File: config.mk
export PLATFORM = sky130hd
export DESIGN_NAME = blecb_update
export DESIGN_NICKNAME = d
export VERILOG_FILES = /design/src/design/backend_latency_ewma_circuit_breaker_top_macros.svh /design/src/design/blecb_pkg.sv /design/src/design/blecb_update.sv
export SDC_FILE = /design/constraint.sdc
export NUM_CORES = 1
export LEC_CHECK = 0
export ABC_CLOCK_PERIOD_IN_PS = 5500
export BUFFER_PORTS_ARGS = -buffer_cell sky130_fd_sc_hd__buf_2
export CELL_PAD_IN_SITES_DETAIL_PLACEMENT = 0
export CELL_PAD_IN_SITES_GLOBAL_PLACEMENT = 2
export CORE_AREA = 2 2 335 337
export DETAILED_ROUTE_END_ITERATION = 12
export DIE_AREA = 0 0 337 339
export PLACE_DENSITY = 0.75
export SYNTH_ARGS = -nofsm -noshare
export SYNTH_HDL_FRONTEND = slang
export SYNTH_SLANG_ARGS = --single-unit
File: constraint.sdc
create_clock -name clk -period 5.5 [get_ports clk]
set_input_delay 1.1 -clock clk [delete_from_list [all_inputs] [get_ports clk]]
set_output_delay 1.1 -clock clk [all_outputs]
set_load 0.05 [all_outputs]
File: src/design/backend_latency_ewma_circuit_breaker_top_macros.svh
// Assertion macros for the backend latency tracker.
// Used by backend_latency_ewma_circuit_breaker_top; needs clk and arst_n in scope.
`ifndef BACKEND_LATENCY_EWMA_CIRCUIT_BREAKER_TOP_MACROS_SVH
`define BACKEND_LATENCY_EWMA_CIRCUIT_BREAKER_TOP_MACROS_SVH

`ifndef NO_ASSERTIONS
`define BLECB_CHECK(lbl, prop, msg) \
	lbl: assert property (@(posedge clk) disable iff (!arst_n) (prop)) else $error(msg);
`define BLECB_IMPLY(lbl, ante, cons, msg) \
	lbl: assert property (@(posedge clk) disable iff (!arst_n) (ante) |-> (cons)) \
		else $error(msg);
`else
`define BLECB_CHECK(lbl, prop, msg)
`define BLECB_IMPLY(lbl, ante, cons, msg)
`endif

`endif

File: src/design/blecb_pkg.sv
// Shared types and constants for the backend latency tracker.
// No dependencies.
package blecb_pkg;

	localparam int ID_W    = 13;
	localparam int SLOTS   = 1 << ID_W;
	localparam int STAMP_W = 64;
	localparam int CNT_W   = 64;
	localparam int RUN_W   = 32;
	localparam int THR_W   = 16;

	// EWMA weight 7/8: new = (old * 7 + gap) >> 3
	localparam int AVG_SHIFT = 3;

	localparam logic [THR_W-1:0] THR_RESET = THR_W'(5);

	// one table entry per backend
	typedef struct packed {
		logic               valid;
		logic               brk;
		logic [CNT_W-1:0]   avg;
		logic [STAMP_W-1:0] last;
		logic [CNT_W-1:0]   req;
		logic [CNT_W-1:0]   err;
		logic [RUN_W-1:0]   run;
	} entry_t;

	// per-word controls handed to the update datapath
	typedef struct packed {
		logic               ld;
		logic               failed;
		logic [STAMP_W-1:0] now;
		logic [THR_W-1:0]   thr;
	} upd_ctl_t;

endpackage

File: src/design/blecb_update.sv
// Two-step entry update: gap, scaled average and counters, then EWMA sum.
// Depends on blecb_pkg.
module blecb_update (
	input  logic                 clk,
	input  blecb_pkg::entry_t    rd_entry,
	input  blecb_pkg::upd_ctl_t  ctl,
	output blecb_pkg::entry_t    new_entry
);

	logic                              first_s1;
	logic                              brk_s1;
	logic                              ge_s1;
	logic [blecb_pkg::STAMP_W-1:0]     gap_s1;
	logic [blecb_pkg::CNT_W-1:0]       avg7_s1;
	logic [blecb_pkg::CNT_W-1:0]       req1_s1;
	logic [blecb_pkg::CNT_W-1:0]       err_s1;
	logic [blecb_pkg::CNT_W-1:0]       err1_s1;
	logic [blecb_pkg::RUN_W-1:0]       run1_s1;
	logic [blecb_pkg::RUN_W-1:0]       run1;
	logic [blecb_pkg::CNT_W-1:0]       sum;

	assign run1 = rd_entry.run + blecb_pkg::RUN_W'(1);

	// step 1: independent adds on the fetched entry
	always_ff @(posedge clk) begin
		if (ctl.ld) begin
			first_s1 <= !rd_entry.valid;
			brk_s1   <= rd_entry.brk;
			gap_s1   <= ctl.now - rd_entry.last;
			// avg * 7 as (avg << 3) - avg, mod 2^64
			avg7_s1  <= (rd_entry.avg << blecb_pkg::AVG_SHIFT) - rd_entry.avg;
			req1_s1  <= rd_entry.req + blecb_pkg::CNT_W'(1);
			err_s1   <= rd_entry.err;
			err1_s1  <= rd_entry.err + blecb_pkg::CNT_W'(1);
			run1_s1  <= run1;
			ge_s1    <= run1 >= blecb_pkg::RUN_W'(ctl.thr);
		end
	end

	// step 2: EWMA sum and entry merge
	assign sum = avg7_s1 + gap_s1;

	always_comb begin
		new_entry.valid = 1'b1;
		new_entry.last  = ctl.now;
		if (first_s1) begin
			new_entry.brk = brk_s1;
			new_entry.avg = '0;
			new_entry.req = blecb_pkg::CNT_W'(1);
			new_entry.err = '0;
			new_entry.run = '0;
		end else begin
			new_entry.avg = sum >> blecb_pkg::AVG_SHIFT;
			new_entry.req = req1_s1;
			if (ctl.failed) begin
				new_entry.brk = brk_s1 | ge_s1;
				new_entry.err = err1_s1;
				new_entry.run = run1_s1;
			end else begin
				new_entry.brk = 1'b0;
				new_entry.err = err_s1;
				new_entry.run = '0;
			end
		end
	end

endmodule

==> impl_metrics.toml <==
[route]
drc = 0
drt-initial-drc-count = 1340
num_vias = 23200
vias_per_cell = 4.62
drt-pass1-iter-count = 5
avgRoutedWirePerCell_um = 19.0
antenna_left = 0
drt-total-wl_um = 95200

[synth]
synth.largest_area_cell = "edfxtp_1"
post-synth-top-count-cell = "edfxtp_1"
ys.flop_type = "edfxtp_1"
ys.warnings.count = 0
avgSynthCellArea_um2 = 9.36
seq_area_frac_synth = 0.388
ys_types = 88
ys_seq_elements = 355
synth_common_cells = "edfxtp_1, nor2_1, a21oi_1"
synth_top_area_share = 0.388
synthTopCellsByArea = "edfxtp_1, ha_1, xnor2_1"
syn-cell-area_um2 = 27500
synth-edff-count = 355
syn_inst = 2938
async_flop_share = 0

[global_routing]
grt_pass1_vias = 23300
grt_usage = 0.161
grt_max_degree = 106
grt_first_pass_wirelength_um = 141000
antenna_found_initial = 27
overflow = 0

[sta]
setup_viol = 0
setup_tns_ps = 0
relSlewSlack = 0.410
fin_crit_sh = 0.948
rsz0062_at_grt = "false"
worst_slew_pin_slew_ps = 883
slew_viol_final = 0
setup_slack_ps = 284
min_period_ps = 5220
fmax_mhz = 192
hold_viol = 0

[cells_and_area]
finalNetCount = 4065
drive_gt1_frac = 0.222
syn_to_final_growth_pct = 20.8
fin_util = 0.301

[job]
maxCapViolCount = 0

[setup_path]
crit_type = "reg -> out"
cp-end-kind = "output port"
cp_max_fo = 7
path_cells = "ha_1, a21o_1, o21bai_1, a221o_1, a21oi_1, o21a_1, o31a_1, o21ai_2, a211o_1, a21oi_1, o21a_1, mux2_1, buf_2"
cp_slowest_cell = "ha_1"
slowest_delay_ps = 420
cp-start-kind = "register"
crit_required_ps = 4400
cp.arrival_ps = 4120

[cts]
cts_buffer_depth = 3
cts_sinks = 355
htree_levels = 2
cts_buffers = 43
ctsHoldBuffers = 0
path_clk_slew_ps = 60
cts_tree = "done"
clockRootBuffer = "clkbuf_16"

[power_and_ir_drop]
leakage_nw = 14.7
pwr_density_cell_nw_per_um2 = 328
irDropWorstVdd_uv = 203

[placed_design]
gp_congestion = 0.866
dpl_worst_slack_ps = 478
io_buffers = 658
hpwl_um = 78900

[floorplanning]
initial_core_util = 0.249
die_height_um = 339
io_pins = 663
row_count = 122
die_area_um2 = 114000
core_area_um2 = 110000
die_w_um = 337

[min_path]
hold_end = "brk_s1"
holdCritStartpoint = "rd_entry[288]"
min_path_type = "in -> reg"
hold_depth = 1

[outcome]
outcome = "complete, no violations"
cells in the final DEF, fill, tap and decap left out, types with 37 or more instances in the layout:
cell	netlist	final
and2_1	52	52
xor2_1	111	111
xnor2_1	218	218
edfxtp_1	355	355
ha_1	205	205
nand2_1	206	206
nor2_1	261	260
o21ai_0	112	111
inv_1	206	206
nor3_1	39	39
buf_2	2	656
clkbuf_16	0	43
a21oi_1	231	231
and3_1	45	45
mux2i_1	65	65
nor2b_1	87	87
o21bai_1	37	37
a21o_1	117	117
nand3_1	93	93
nand4_1	86	86
sequential cells by signal (all words and copies together), names as in the netlist:
register	flops
avg7_s1	64
run1_s1	32
gap_s1	64
err_s1	64
err1_s1	64
ge_s1	1
brk_s1	1
req1_s1	64
first_s1	1
metrics by stage:
stage / cell area (um2) / hold WS [ps] / std cells / power (mW)
6_report: 33200 / 680 / 5017 / 10.9
5_1_grt: 33200 / 632 / 5014 / 11.5
4_1_cts: 33200 / 619 / 5008 / 11.0
3_5_place_dp: 31800 / 1290 / 4929 / 8.20
3_3_place_gp: 31800 / 1290 / 4929 / 8.22
2_1_floorplan: 27500 / 1200 / 2940 / 6.72
report_power, final:
group / internal (mW) / total, mW / switching [mW]
Sequential: 3.36 / 3.47 / 0.116
Clock: 1.56 / 2.77 / 1.22
Combinational: 1.43 / 4.65 / 3.22
Total: 6.34 / 10.9 / 4.55
worst max-delay path, delay by kind of cell, from the launching register on:
kind | cells | cell delay (ps)
AO/OA/AOI/OAI | 10 | 2200
adder cells (fa/ha/maj) | 1 | 420
flip-flops | 1 | 370
multiplexers | 1 | 340
buffers and inverters | 1 | 220
area by class of cell:
cell class,count,area (um2)
timing repair buffer,676,3500
clock buffer,53,1110
fill,11800,77100
sequential,355,10700
clock inverter,26,249
antenna,9,22.5
tap,1488,1860
multi-input combinational,2204,15100
inverter,206,773
how the worst max path moves through the flow:
stage                    start              to  slack (ps)  cells past startpoint
floorplan           gap_s1[31]  new_entry[278]         980                     10
global placement     gap_s1[1]  new_entry[277]         530                     13
detailed placement   gap_s1[1]  new_entry[277]         480                     13
CTS                  gap_s1[1]  new_entry[282]          40                     15
global route         gap_s1[8]  new_entry[257]           6                     13
finish              gap_s1[17]  new_entry[277]         280                     13
logic make-up after synthesis:
logic type | synth area share
AND/OR/NAND/NOR | 0.168
other | 0.000273
buffers and inverters | 0.0663
adder cells (fa/ha/maj) | 0.0940
AO/OA/AOI/OAI | 0.153
multiplexers | 0.0257
flip-flops | 0.388
XOR/XNOR | 0.105
timing repair:
| action | 4_1_cts | 5_1_grt |
|---|---|---|
| gates resized for setup | 3 | 4 |
| setup endpoints to repair | 4 | 6 |
| setup buffers | 0 | 0 |
layer usage:
| metal | track usage | part of all wire |
|---|---|---|
| met5 | 0 | 0.0021 |
| met4 | 0.0663 | 0.041 |
| met2 | 0.278 | 0.48 |
| met1 | 0.193 | 0.42 |
| met3 | 0.0321 | 0.057 |
No activity file was read; power rests on OpenSTA's default activity.
